==> src/rtl/core/fuzzy_name_alignment_score_macros.svh <==
// Assertion macros for the fuzzy name alignment score block.
// Included by modules that check their own logic; no other dependencies.
`ifndef FUZZY_NAME_ALIGNMENT_SCORE_MACROS_SVH
`define FUZZY_NAME_ALIGNMENT_SCORE_MACROS_SVH
`ifndef SYNTHESIS
`define FNAS_ASSERT_IMPLY(lbl, clk, rst_n, ante, cons) \
	lbl: assert property (@(posedge clk) disable iff (!rst_n) (ante) |-> (cons)) \
		else $error("fnas assertion failed");
`define FNAS_ASSERT_NEXT(lbl, clk, rst_n, ante, cons) \
	lbl: assert property (@(posedge clk) disable iff (!rst_n) (ante) |=> (cons)) \
		else $error("fnas assertion failed");
`else
`define FNAS_ASSERT_IMPLY(lbl, clk, rst_n, ante, cons)
`define FNAS_ASSERT_NEXT(lbl, clk, rst_n, ante, cons)
`endif
`endif

==> src/rtl/core/fnas_pkg.sv <==
// Shared types, constants and score arithmetic for the alignment chain.
// No dependencies.
package fnas_pkg;

	localparam int SCORE_W = 6;
	localparam int BYTE_W = 8;
	localparam int CFG_IDX_W = 2;
	localparam int LEN_REG_W = 5;
	localparam int QWORD_W = 64;

	localparam logic [SCORE_W-1:0] SCORE_MAX = '1;
	localparam logic [SCORE_W-1:0] GAP_COST = SCORE_W'(2);
	localparam logic [SCORE_W-1:0] MATCH_GAIN = SCORE_W'(3);
	localparam logic [SCORE_W-1:0] MISMATCH_COST = SCORE_W'(3);

	localparam logic [CFG_IDX_W-1:0] REG_QUERY_LENGTH = CFG_IDX_W'(0);
	localparam logic [CFG_IDX_W-1:0] REG_QUERY_LOW = CFG_IDX_W'(1);
	localparam logic [CFG_IDX_W-1:0] REG_QUERY_HIGH = CFG_IDX_W'(2);

	typedef logic [SCORE_W-1:0] score_t;

	typedef struct packed {
		logic              valid;
		logic [BYTE_W-1:0] data;
		logic              last;
		score_t            up;
		score_t            diag;
		score_t            tail;
	} tok_t;

	function automatic score_t sub_floor(input score_t v, input score_t d);
		return (v > d) ? score_t'(v - d) : '0;
	endfunction

	function automatic score_t add_sat(input score_t v, input score_t d);
		logic [SCORE_W:0] s;
		s = {1'b0, v} + {1'b0, d};
		return s[SCORE_W] ? SCORE_MAX : s[SCORE_W-1:0];
	endfunction

endpackage

==> src/rtl/core/fnas_if.sv <==
// Channel interfaces: name byte stream, score result stream, config writes.
// Depends on fnas_pkg.
interface fnas_name_if;
	logic                           valid;
	logic                           ready;
	logic [fnas_pkg::BYTE_W-1:0]    name_byte;
	logic                           last_byte;
	modport source (output valid, name_byte, last_byte, input ready);
	modport sink (input valid, name_byte, last_byte, output ready);
endinterface

interface fnas_result_if;
	logic                           valid;
	logic                           ready;
	logic [fnas_pkg::SCORE_W-1:0]   score;
	logic                           name_too_short;
	modport source (output valid, score, name_too_short, input ready);
	modport sink (input valid, score, name_too_short, output ready);
endinterface

interface fnas_cfg_if;
	logic                           valid;
	logic                           ready;
	logic [fnas_pkg::CFG_IDX_W-1:0] index;
	logic [fnas_pkg::QWORD_W-1:0]   data;
	modport source (output valid, index, data, input ready);
	modport sink (input valid, index, data, output ready);
endinterface

==> src/rtl/core/fnas_cell.sv <==
// One alignment cell: holds the score of one query position, passes beats on.
// Depends on fnas_pkg.
module fnas_cell #(
	parameter int INDEX = 0,
	parameter int LEN_W = 5
) (
	input  logic                        clk,
	input  logic                        arst_n,
	input  logic                        advance,
	input  logic [fnas_pkg::BYTE_W-1:0] query_byte,
	input  logic [LEN_W-1:0]            active_len,
	input  fnas_pkg::tok_t              tok_in,
	output fnas_pkg::tok_t              tok_out
);

	fnas_pkg::score_t score_q;
	fnas_pkg::score_t from_left;
	fnas_pkg::score_t from_up;
	fnas_pkg::score_t from_diag;
	fnas_pkg::score_t best;
	fnas_pkg::score_t next_score;
	logic             in_use;
	logic             is_tail;
	fnas_pkg::tok_t   tok_q;

	always_comb begin
		from_left = fnas_pkg::sub_floor(score_q, fnas_pkg::GAP_COST);
		from_up = fnas_pkg::sub_floor(tok_in.up, fnas_pkg::GAP_COST);
		if (query_byte == tok_in.data) begin
			from_diag = fnas_pkg::add_sat(tok_in.diag, fnas_pkg::MATCH_GAIN);
		end else begin
			from_diag = fnas_pkg::sub_floor(tok_in.diag, fnas_pkg::MISMATCH_COST);
		end
		best = (from_up > from_left) ? from_up : from_left;
		if (from_diag > best) begin
			best = from_diag;
		end
		in_use = LEN_W'(INDEX) < active_len;
		is_tail = LEN_W'(INDEX + 1) == active_len;
		next_score = in_use ? best : score_q;
	end

	always_ff @(posedge clk or negedge arst_n) begin
		if (!arst_n) begin
			score_q <= '0;
			tok_q <= '0;
		end else if (advance) begin
			tok_q.valid <= tok_in.valid;
			tok_q.data <= tok_in.data;
			tok_q.last <= tok_in.last;
			tok_q.up <= next_score;
			tok_q.diag <= score_q;
			tok_q.tail <= is_tail ? best : tok_in.tail;
			if (tok_in.valid) begin
				score_q <= tok_in.last ? '0 : next_score;
			end
		end
	end

	assign tok_out = tok_q;

endmodule

==> src/rtl/core/fnas_collect.sv <==
// Chain end: tracks best tail score and name length, holds the result beat.
// Depends on fnas_pkg and the assertion macro header.
`include "fuzzy_name_alignment_score_macros.svh"
module fnas_collect #(
	parameter int MAX_QUERY = 16,
	parameter int LEN_W = 5
) (
	input  logic                         clk,
	input  logic                         arst_n,
	input  fnas_pkg::tok_t               tok_in,
	input  logic [LEN_W-1:0]             active_len,
	output logic                         advance,
	input  logic                         res_ready,
	output logic                         res_valid,
	output logic [fnas_pkg::SCORE_W-1:0] res_score,
	output logic                         res_too_short
);

	fnas_pkg::score_t best_q;
	logic [LEN_W-1:0] len_q;
	fnas_pkg::score_t new_best;
	logic [LEN_W-1:0] new_len;
	logic             out_valid_q;
	fnas_pkg::score_t out_score_q;
	logic             out_short_q;
	logic             finish;

	assign advance = !out_valid_q || res_ready;
	assign finish = advance && tok_in.valid && tok_in.last;

	always_comb begin
		new_best = (tok_in.tail > best_q) ? tok_in.tail : best_q;
		new_len = (len_q < LEN_W'(MAX_QUERY)) ? LEN_W'(len_q + 1'b1) : len_q;
	end

	always_ff @(posedge clk or negedge arst_n) begin
		if (!arst_n) begin
			best_q <= '0;
			len_q <= '0;
			out_valid_q <= 1'b0;
		end else begin
			if (advance && tok_in.valid) begin
				best_q <= tok_in.last ? '0 : new_best;
				len_q <= tok_in.last ? '0 : new_len;
			end
			if (finish) begin
				out_valid_q <= 1'b1;
			end else if (res_ready) begin
				out_valid_q <= 1'b0;
			end
		end
	end

	always_ff @(posedge clk) begin
		if (finish) begin
			out_short_q <= new_len < active_len;
			out_score_q <= (new_len < active_len) ? '0 : new_best;
		end
	end

	assign res_valid = out_valid_q;
	assign res_score = out_score_q;
	assign res_too_short = out_short_q;

	`FNAS_ASSERT_IMPLY(a_short_zero, clk, arst_n, (out_valid_q && out_short_q), (out_score_q == '0))
	`FNAS_ASSERT_NEXT(a_clear_after_last, clk, arst_n, finish, ((best_q == '0) && (len_q == '0)))
	`FNAS_ASSERT_NEXT(a_result_after_last, clk, arst_n, finish, out_valid_q)
	`FNAS_ASSERT_IMPLY(a_len_bound, clk, arst_n, 1'b1, (len_q <= LEN_W'(MAX_QUERY)))

endmodule

==> src/rtl/core/fuzzy_name_alignment_score.sv <==
// Fuzzy name alignment score: top level, config registers and cell chain.
// Depends on fnas_pkg, fnas_if, fnas_cell and fnas_collect.
//
// Usage:
//   cfg         : register writes (0 query length, 1 query bytes 0-7,
//                 2 query bytes 8-15); always ready, write only when idle.
//   name_stream : one file-name byte per beat, last_byte marks the end.
//   result      : one beat per name, the best local alignment score that
//                 ends at the last query byte, or name_too_short with 0.
// Throughput: one name byte per cycle while no result waits unread; each beat walks
//   the row of MAX_QUERY cells, one query position per cell, with a register in each cell.
// Result path: the last byte passes each cell's register in turn, then the result register.
// Stall: while a result waits unread the whole chain holds and
//   name_stream.ready drops; nothing is lost.
// Reset: scores, best score and name length clear; query length reads 1,
//   query bytes read 0.
module fuzzy_name_alignment_score #(
	parameter int MAX_QUERY = 16
) (
	input logic           clk,
	input logic           arst_n,
	fnas_cfg_if.sink      cfg,
	fnas_name_if.sink     name_stream,
	fnas_result_if.source result
);

	localparam int LEN_W = $clog2(MAX_QUERY + 1);

	logic [fnas_pkg::LEN_REG_W-1:0] query_length_q;
	logic [fnas_pkg::QWORD_W-1:0]   query_low_q;
	logic [fnas_pkg::QWORD_W-1:0]   query_high_q;
	logic [LEN_W-1:0]               active_len;
	logic                           advance;
	fnas_pkg::tok_t                 tok [MAX_QUERY+1];

	assign cfg.ready = 1'b1;

	always_ff @(posedge clk or negedge arst_n) begin
		if (!arst_n) begin
			query_length_q <= fnas_pkg::LEN_REG_W'(1);
			query_low_q <= '0;
			query_high_q <= '0;
		end else if (cfg.valid) begin
			unique case (cfg.index)
				fnas_pkg::REG_QUERY_LENGTH: begin
					query_length_q <= cfg.data[fnas_pkg::LEN_REG_W-1:0];
				end
				fnas_pkg::REG_QUERY_LOW: begin
					query_low_q <= cfg.data;
				end
				fnas_pkg::REG_QUERY_HIGH: begin
					query_high_q <= cfg.data;
				end
				default: begin
				end
			endcase
		end
	end

	always_comb begin
		if (query_length_q == '0) begin
			active_len = LEN_W'(1);
		end else if (int'(query_length_q) > MAX_QUERY) begin
			active_len = LEN_W'(MAX_QUERY);
		end else begin
			active_len = LEN_W'(query_length_q);
		end
	end

	assign name_stream.ready = advance;

	assign tok[0] = '{
		valid: name_stream.valid,
		data: name_stream.name_byte,
		last: name_stream.last_byte,
		up: '0,
		diag: '0,
		tail: '0
	};

	for (genvar g = 0; g < MAX_QUERY; g++) begin : g_cell
		logic [fnas_pkg::BYTE_W-1:0] qbyte;
		if (g < 8) begin : g_low
			assign qbyte = query_low_q[8*g +: 8];
		end else if (g < 16) begin : g_high
			assign qbyte = query_high_q[8*(g-8) +: 8];
		end else begin : g_none
			assign qbyte = '0;
		end
		fnas_cell #(
			.INDEX(g),
			.LEN_W(LEN_W)
		) u_cell (
			.clk(clk),
			.arst_n(arst_n),
			.advance(advance),
			.query_byte(qbyte),
			.active_len(active_len),
			.tok_in(tok[g]),
			.tok_out(tok[g+1])
		);
	end

	fnas_collect #(
		.MAX_QUERY(MAX_QUERY),
		.LEN_W(LEN_W)
	) u_collect (
		.clk(clk),
		.arst_n(arst_n),
		.tok_in(tok[MAX_QUERY]),
		.active_len(active_len),
		.advance(advance),
		.res_ready(result.ready),
		.res_valid(result.valid),
		.res_score(result.score),
		.res_too_short(result.name_too_short)
	);

endmodule

==> src/flat_wrapper.sv <==
// flat-port wrapper written by rule: the top's interface ports become plain ports
module fuzzy_name_alignment_score_flat 
#(
	parameter int MAX_QUERY = 16
)
  (clk, arst_n, cfg_valid, cfg_index, cfg_data, cfg_ready, name_stream_valid, name_stream_name_byte, name_stream_last_byte, name_stream_ready, result_valid, result_score, result_name_too_short, result_ready);
  fnas_cfg_if cfg_i ();
  fnas_name_if name_stream_i ();
  fnas_result_if result_i ();
  input logic clk;
  input logic arst_n;
  input wire logic [$bits(cfg_i.valid)-1:0] cfg_valid;
  input wire logic [$bits(cfg_i.index)-1:0] cfg_index;
  input wire logic [$bits(cfg_i.data)-1:0] cfg_data;
  output wire logic [$bits(cfg_i.ready)-1:0] cfg_ready;
  input wire logic [$bits(name_stream_i.valid)-1:0] name_stream_valid;
  input wire logic [$bits(name_stream_i.name_byte)-1:0] name_stream_name_byte;
  input wire logic [$bits(name_stream_i.last_byte)-1:0] name_stream_last_byte;
  output wire logic [$bits(name_stream_i.ready)-1:0] name_stream_ready;
  output wire logic [$bits(result_i.valid)-1:0] result_valid;
  output wire logic [$bits(result_i.score)-1:0] result_score;
  output wire logic [$bits(result_i.name_too_short)-1:0] result_name_too_short;
  input wire logic [$bits(result_i.ready)-1:0] result_ready;
  assign cfg_i.valid = cfg_valid;
  assign cfg_i.index = cfg_index;
  assign cfg_i.data = cfg_data;
  assign cfg_ready = cfg_i.ready;
  assign name_stream_i.valid = name_stream_valid;
  assign name_stream_i.name_byte = name_stream_name_byte;
  assign name_stream_i.last_byte = name_stream_last_byte;
  assign name_stream_ready = name_stream_i.ready;
  assign result_valid = result_i.valid;
  assign result_score = result_i.score;
  assign result_name_too_short = result_i.name_too_short;
  assign result_i.ready = result_ready;
  fuzzy_name_alignment_score #(.MAX_QUERY(MAX_QUERY)) u_core (.clk(clk), .arst_n(arst_n), .cfg(cfg_i), .name_stream(name_stream_i), .result(result_i));
endmodule
==> config.mk <==
export PLATFORM = sky130hd
export DESIGN_NAME = fuzzy_name_alignment_score_flat
export DESIGN_NICKNAME = d
export VERILOG_FILES = /design/src/rtl/core/fnas_pkg.sv /design/src/rtl/core/fnas_if.sv /design/src/rtl/core/fnas_cell.sv /design/src/rtl/core/fnas_collect.sv /design/src/rtl/core/fuzzy_name_alignment_score.sv /design/src/flat_wrapper.sv
export VERILOG_INCLUDE_DIRS = /design/src /design/src/rtl/core
export SDC_FILE = /design/constraint.sdc
export NUM_CORES = 2
export LEC_CHECK = 0
export ABC_AREA = 1
export BUFFER_PORTS_ARGS = -buffer_cell sky130_fd_sc_hd__buf_2
export CAP_MARGIN = 20
export CORE_MARGIN = 2
export CORE_UTILIZATION = 55
export CTS_CLUSTER_SIZE = 8
export DETAILED_ROUTE_END_ITERATION = 7
export GPL_ROUTABILITY_DRIVEN = 0
export PLACE_DENSITY = 0.71
export REMOVE_ABC_BUFFERS = 1
export SLEW_MARGIN = 15
export SYNTH_ARGS = -nofsm -noshare
export SYNTH_HDL_FRONTEND = slang
export SYNTH_SLANG_ARGS = --single-unit
export TNS_END_PERCENT = 20
==> constraint.sdc <==
create_clock -name clk -period 4.31 [get_ports clk]
set_input_delay 1.0775 -clock clk [delete_from_list [all_inputs] [get_ports clk]]
set_output_delay 1.0775 -clock clk [all_outputs]
set_load 0.02 [all_outputs]
; ---- Word level (Yosys, flattened, before mapping)
; Index checks and enable logic that the tools add are counted.
[totals]
latchBits = 0
word_cells = 503
mem_count = 0
rom_bits = 0
register_bits = 676
ramBits = 0
inputBits = 80
[op_classes]
muxes = 165
n_eq_ne = 34
multipliers = 0
div_mod_pow = 0
shifts = 0
add_sub_neg = 62
bitwise = 0
magnitude_cmp = 98
reduce_logical = 27
[op_table]
columns = operator, n
row1 = two-way mux 6 bit, 158
row2 = "> comparator 6 x 2 -> 1 bit, second input constant", 46
row3 = "subtractor 6 x 2 -> 6 bit, second input constant", 46
row4 = > comparator 6 bit, 32
row5 = equality test 8 bit, 16
row6 = "adder 6 x 2 -> 7 bit, second input constant", 15
row7 = "equality test 4 x 5 -> 1 bit, first input constant", 8
row8 = "< comparator 4 x 5 -> 1 bit, first input constant", 8
row9 = AND reduction 2 bit, 18
row10 = "equality test 3 x 5 -> 1 bit, first input constant", 4
row11 = "< comparator 3 x 5 -> 1 bit, first input constant", 4
row12 = two-way mux 5 bit, 4
row13 = "equality test 2 x 5 -> 1 bit, first input constant", 2
row14 = "< comparator 1 x 5 -> 1 bit, first input constant", 2
row15 = "< comparator 2 x 5 -> 1 bit, first input constant", 2
row16 = "> comparator 1 x 6 -> 1 bit, first input constant", 1
row17 = "adder 5 x 1 -> 5 bit, second input constant", 1
row18 = "equality test 1 x 5 -> 1 bit, first input constant", 1
row19 = "equality test 5 bit, first input constant", 1
row20 = "> comparator 5 bit, second input constant", 1
row21 = zero test 5 bit, 1
row22 = < comparator 5 bit, 1
row23 = "< comparator 5 bit, second input constant", 1
row24 = nonzero test 2 bit, 2
row25 = other kinds (9), 11

; ---- Depth between registers and ports, before layout
[logic_depth]
word_depth = 8
ltp_mapped = 28
mapped_depth_nobuf = 27

; ---- Modules after synthesis
; Synthesis repeated with hierarchy kept, for this count alone.
[hier_totals]
hier_cells = 6826
hier_area_um2 = 49441.2
[by_module_without_submodules]
columns = module, cells_per_inst, n_inst, seq_area_each_um2, area_per_inst_um2
row1 = fuzzy_name_alignment_score, 517, 1, 3329.4, 5576.6
row2 = fnas_cell (u_core.g_cell[2].u_cell ...), 385, 2, 850.8, 2690.1
row3 = fnas_cell (u_core.g_cell[8].u_cell), 386, 1, 850.8, 2695.1
row4 = fnas_cell (u_core.g_cell[12].u_cell), 386, 1, 850.8, 2691.3
row5 = fnas_cell (u_core.g_cell[1].u_cell), 390, 1, 850.8, 2688.8
row6 = fnas_cell (u_core.g_cell[9].u_cell), 393, 1, 850.8, 2688.8
row7 = fnas_cell (u_core.g_cell[3].u_cell), 390, 1, 850.8, 2686.3
row8 = fnas_cell (u_core.g_cell[7].u_cell), 391, 1, 850.8, 2682.6
row9 = fnas_cell (u_core.g_cell[5].u_cell), 392, 1, 850.8, 2680.1
row10 = fnas_cell (u_core.g_cell[13].u_cell), 392, 1, 850.8, 2650.0
row11 = fnas_cell (u_core.g_cell[10].u_cell), 389, 1, 850.8, 2645.0
row12 = fnas_cell (u_core.g_cell[11].u_cell), 385, 1, 850.8, 2641.3
row13 = fnas_cell (u_core.g_cell[0].u_cell), 383, 1, 850.8, 2640.0
row14 = fnas_cell (u_core.g_cell[14].u_cell), 374, 1, 850.8, 2638.8
row15 = +3 rows, n/a, n/a, n/a, n/a

; ---- Worst setup path before layout
; OpenSTA, ideal clock, no wires.
[synth_path]
kind = register to register
startpoint = register u_core.g_cell[4].u_cell.score_q[1]
endpoint = register u_core.g_cell[4].u_cell.score_q[1]
required_time_ns = 4.177
setup_ns = 0.133
slack_ns = 0.612
period_less_slack_ns = 3.698
t_arrival_ns = 3.565
path_stages_with_launch = 27
cell_sequence = dfrtp_1 inv_1 ha_1 inv_1 nor2_1 nand2_1 nand2_1 nand3_1 ha_1 nand2_1 nor2_1 o21ai_0 o211ai_1 nand2_1 clkbuf_1 nand2_1 o21ai_0 ha_1 nand2_1 nor2_1 o21ai_0 a32oi_1 clkinv_1 o21ai_0 nand2_1 o211ai_1 o21ai_0
[synth_between]
elab_chain_cells = 8
word_cells_on_any_way = 9
cone_classes = add/sub: 1 / order compare: 3 / mux: 5
[synth_rtl]
columns = element, line
row1 = "start, declared", fnas_cell.sv:16  ; fnas_pkg::score_t score_q;
row2 = "start signal, assigned", fnas_cell.sv:55  ; score_q <= tok_in.last ? '0 : next_score;
row3 = subtractor 6 x 2 -> 6 bit or > comparator 6 x 2 -> 1 bit (tied branches), fnas_pkg.sv:32  ; return (v > d) ? score_t'(v - d) : '0;
row4 = two-way mux 6 bit, fnas_pkg.sv:32
row5 = > comparator 6 bit, fnas_cell.sv:34  ; best = (from_up > from_left) ? from_up : from_left;
row6 = two-way mux 6 bit, fnas_cell.sv:34
row7 = > comparator 6 bit, fnas_cell.sv:35  ; if (from_diag > best) begin
row8 = two-way mux 6 bit, fnas_cell.sv:35
row9 = two-way mux 6 bit (*), fnas_cell.sv:40  ; next_score = in_use ? best : score_q;
row10 = two-way mux 6 bit (*), fnas_cell.sv:55
; Mark *: on every way between the ends. The rest lies on a longest branch, timed or not.
; A chain may end at the register's enable or synchronous reset.

; ---- Final worst setup path
[layout_path]
startpoint = register u_core.g_cell[6].u_cell.score_q[2]
endpoint = register u_core.g_cell[6].u_cell.score_q[4]
[layout_between]
elab_chain_cells = 8
word_cells_on_any_way = 9
cone_classes = add/sub: 1 / order compare: 3 / mux: 5
[layout_rtl]
columns = element, line
row1 = "start, declared", fnas_cell.sv:16
row2 = "start signal, assigned", fnas_cell.sv:55
row3 = subtractor 6 x 2 -> 6 bit or > comparator 6 x 2 -> 1 bit (tied branches), fnas_pkg.sv:32
row4 = two-way mux 6 bit (*), fnas_pkg.sv:32
row5 = > comparator 6 bit, fnas_cell.sv:34
row6 = two-way mux 6 bit (*), fnas_cell.sv:34
row7 = > comparator 6 bit, fnas_cell.sv:35
row8 = two-way mux 6 bit (*), fnas_cell.sv:35
row9 = two-way mux 6 bit (*), fnas_cell.sv:40
row10 = two-way mux 6 bit (*), fnas_cell.sv:55
; Marked as above.

==> impl_metrics.yaml <==
cts:
  htreeDepth: 3
  clock_path_buffers: 3
  clock-sinks: 676
  ctsHoldBuffers: 0
  clk_latency_ps: 690
  cts_root_buf: "clkbuf_16"
  numCtsBuffers: 95
  clk_pin_slew_ps: 50
  cts_tree: "yes"
logic_synthesis:
  ys.flop_type: "dfrtp_1"
  synth_top_family_by_area: "simple AND/OR/NAND/NOR gates"
  synth.distinct_cells: 60
  syn_avg_cell_area_um2: 7.21
  synthMuxAreaShare_pct: 0.0468
  synthTopCellsByArea: "dfrtp_1 39%, nand2_1 15%, o21ai_0 9.0%"
  yosys.area.top_type: "dfrtp_1"
  yosys_register_bits: 676
  yosys.area_share.simple_pct: 26.8
  yosysSeqAreaShare_pct: 39.6
  synthAdderAreaFrac_pct: 7.25
  synth_xor_area_share_pct: 1.88
  async_flop_share_pct: 99.0
  syn_area_um2: 42800
  synth_compound_area_share_pct: 15.2
  synth_cells: 5934
  yosysWarningCount: 0
  synth_top_area_share_pct: 39.1
  synth_edf_count: 7
global_routing:
  grt-ovfl-total: 0
  grt_pass1_wl_mm: 181
  grt_max_degree: 176
  grt_use_total_pct: 27.7
  antenna_found_initial: 1
  first_global_vias: 36400
routing:
  vias: 38600
  detail-route-antenna-nets: 0
  route.detailed.drc: 0
  wirelength_mm: 110
  via_per_inst: 5.46
  drtPass1Iterations: 6
  drtIter0Drc: 3058
  wl_per_cell_um: 15.6
sta:
  clock_skew_ps: 60.2
  rsz0062_at_grt: "true"
  min_period_ps: 4030
  slew_headroom_pct: 32.6
  tightestPinTransition_ps: 1010
  fin_crit_sh_pct: 93.5
  hold_ws_ps: 353
  max_freq_ghz: 0.248
  setup_viol: 0
  hold_violations: 0
  drv_slew: 0
placement:
  io_buffers: 88
  hpwl_mm: 82.3
final_layout:
  finalNetCount: 6343
  drive_gt1_share_pct: 8.49
  layout_common_cells: "1682 x nand2_1, 825 x inv_1, 711 x o21ai_0"
  layout_commonest_cell: "nand2_1"
  fillers: 6987
  area_growth_pct: 10.7
worst_setup_path:
  cp_data_required_time_ps: 4810
  criticalPathCategory: "flop to flop"
  start_kind: "flop"
  worstSetupEndpointType: "flop"
  path_max_fanout: 7
  critPathArrivalTime_ps: 4520
die:
  start_util_pct: 55.4
  fp.coreArea_um2: 77200
  die_area_um2: 80000
  die_height_um: 283
  num_rows: 102
  ios: 90
  die_w_um: 283
run_status:
  status: "finished clean"
job:
  cap_violations: 0
hold_path:
  holdCritPathClass: "primary input to asynchronous set/reset pin"
[cell usage after synthesis, types with 4 or more instances]
master    count
nand3_1     394
and2_1        6
o22ai_1      53
and3_1        4
buf_2        22
dfrtp_1     668
nor4_1        5
nor3_1       44
o21ai_2       8
nand4_1      60
nand3_2      21
nor3_2        4
nor2_1      330
a31oi_1      18
nand2_1    1691
nor2_2       24
inv_1       833
o21ai_0     765
xor2_1       73
clkinv_1      4
a21oi_1     143
nand2_2      16
o211ai_1     88
nor3b_1       5
o21ai_1      40
inv_2        15
o21bai_1     27
a32oi_1       5
nor2_4        6
clkbuf_1    138
or2_2        88
ha_1        248
xnor2_1      19
edfxtp_1      7
o31ai_1      23
[repair_timing]
item	4_1_cts	5_1_grt
setup buffers	0	14
gates cloned	0	1
setup endpoints to repair	1	149
resized for setup	1	115
pin swaps	0	19
[through the flow]
step / cells / utilization, % / TNS (ps) / setup WS [ps] / area, um2
after detailed placement: 6943 / 57.5 / 0 / 25.9 / 44400
final: 7075 / 61.3 / 0 / 281 / 47400
after global routing: 7075 / 61.3 / -1620 / -111 / 47400
after CTS: 7059 / 60.9 / 0 / 46.3 / 47100
after global placement: 6943 / 57.5 / 0 / 276 / 44400
after floorplan: 5763 / - / - / -32850 / 42100
[registers in the layout, summed over array words and instances, names as in the netlist, 5 cells and up]
register / cells
u_core.u_collect.len_q: 5
u_core.query_high_q: 64
u_core.query_low_q: 64
u_core.g_cell.u_cell.score_q: 96
u_core.query_length_q: 5
u_core.u_collect.best_q: 6
u_core.g_cell.u_cell.tok_out: 428
u_core.u_collect.res_score: 6
[cells by family (layout without fill, tap and decap cells)]
family          count (synthesis)  after routing
buf+inv                      1025           1125
compound gates               1186           1186
simple gates                 2704           2704
other cells                     1              2
mux                             2              2
fa+ha+maj                     248            248
xor+xnor                       92             92
flops                         676            676
[final timing paths]
check | from | to | slack [ps] | cells after the start
max | u_core.g_cell[6].u_cell.score_q[2] | u_core.g_cell[6].u_cell.score_q[4] | 280 | 25
min in group clk | u_core.g_cell[3].u_cell.tok_out[5] | u_core.g_cell[3].u_cell.tok_out[5] | 480 | 2
min reg2reg | u_core.g_cell[3].u_cell.tok_out[5] | u_core.g_cell[3].u_cell.tok_out[5] | 480 | 2
max reg2reg | u_core.g_cell[6].u_cell.score_q[2] | u_core.g_cell[6].u_cell.score_q[4] | 280 | 25
max in group asynchronous | arst_n | u_core.g_cell[0].u_cell.tok_out[13] | 2820 | 3
min | arst_n | u_core.g_cell[14].u_cell.tok_out[19] | 350 | 1
[worst max-delay path: stages (launching register included)]
cell        delay (ps)
dfrtp_1            400
inv_2              100
ha_1               160
inv_1               40
nor2_1             150
nand2_1             70
nand2_1             60
nand3_1            100
ha_1               320
nand2_1             90
nor2_2             110
o21ai_0             90
o211ai_1           100
nand2_2            130
buf_2              170
nand2_1             50
o21ai_1             90
ha_1               310
nand3_1            100
o21bai_2           220
a31oi_4            290
clkinvlp_4         220
o21ai_2            200
nand2_1             60
o21ai_0            130
o22ai_1            110
[routing by layer]
layer  vias to the layer above  global-route usage, %  routed length (um)
met2                       978                   45.4               50700
met3                       199                   3.89                6010
met4                         0                   9.35                3410
met5                         -                      0                   0
met1                     18000                   37.9               50400
li1                      19400                      -                   -
[layout make-up]
class,instances,area [um2],area share [%]
timing repair buffer,154,1080,2.29
tap,1040,1300,2.75
multi-input combinational,4233,22100,46.7
sequential,676,17000,35.8
clock buffer,109,2480,5.24
timing repair inverter,1,7.51,0.0159
inverter,854,3220,6.80
antenna,1,2.50,0.00528
clock inverter,7,185,0.391
Power is not shown: default switching activity piles up to over one toggle a cycle in this logic, so the estimate is an artifact.
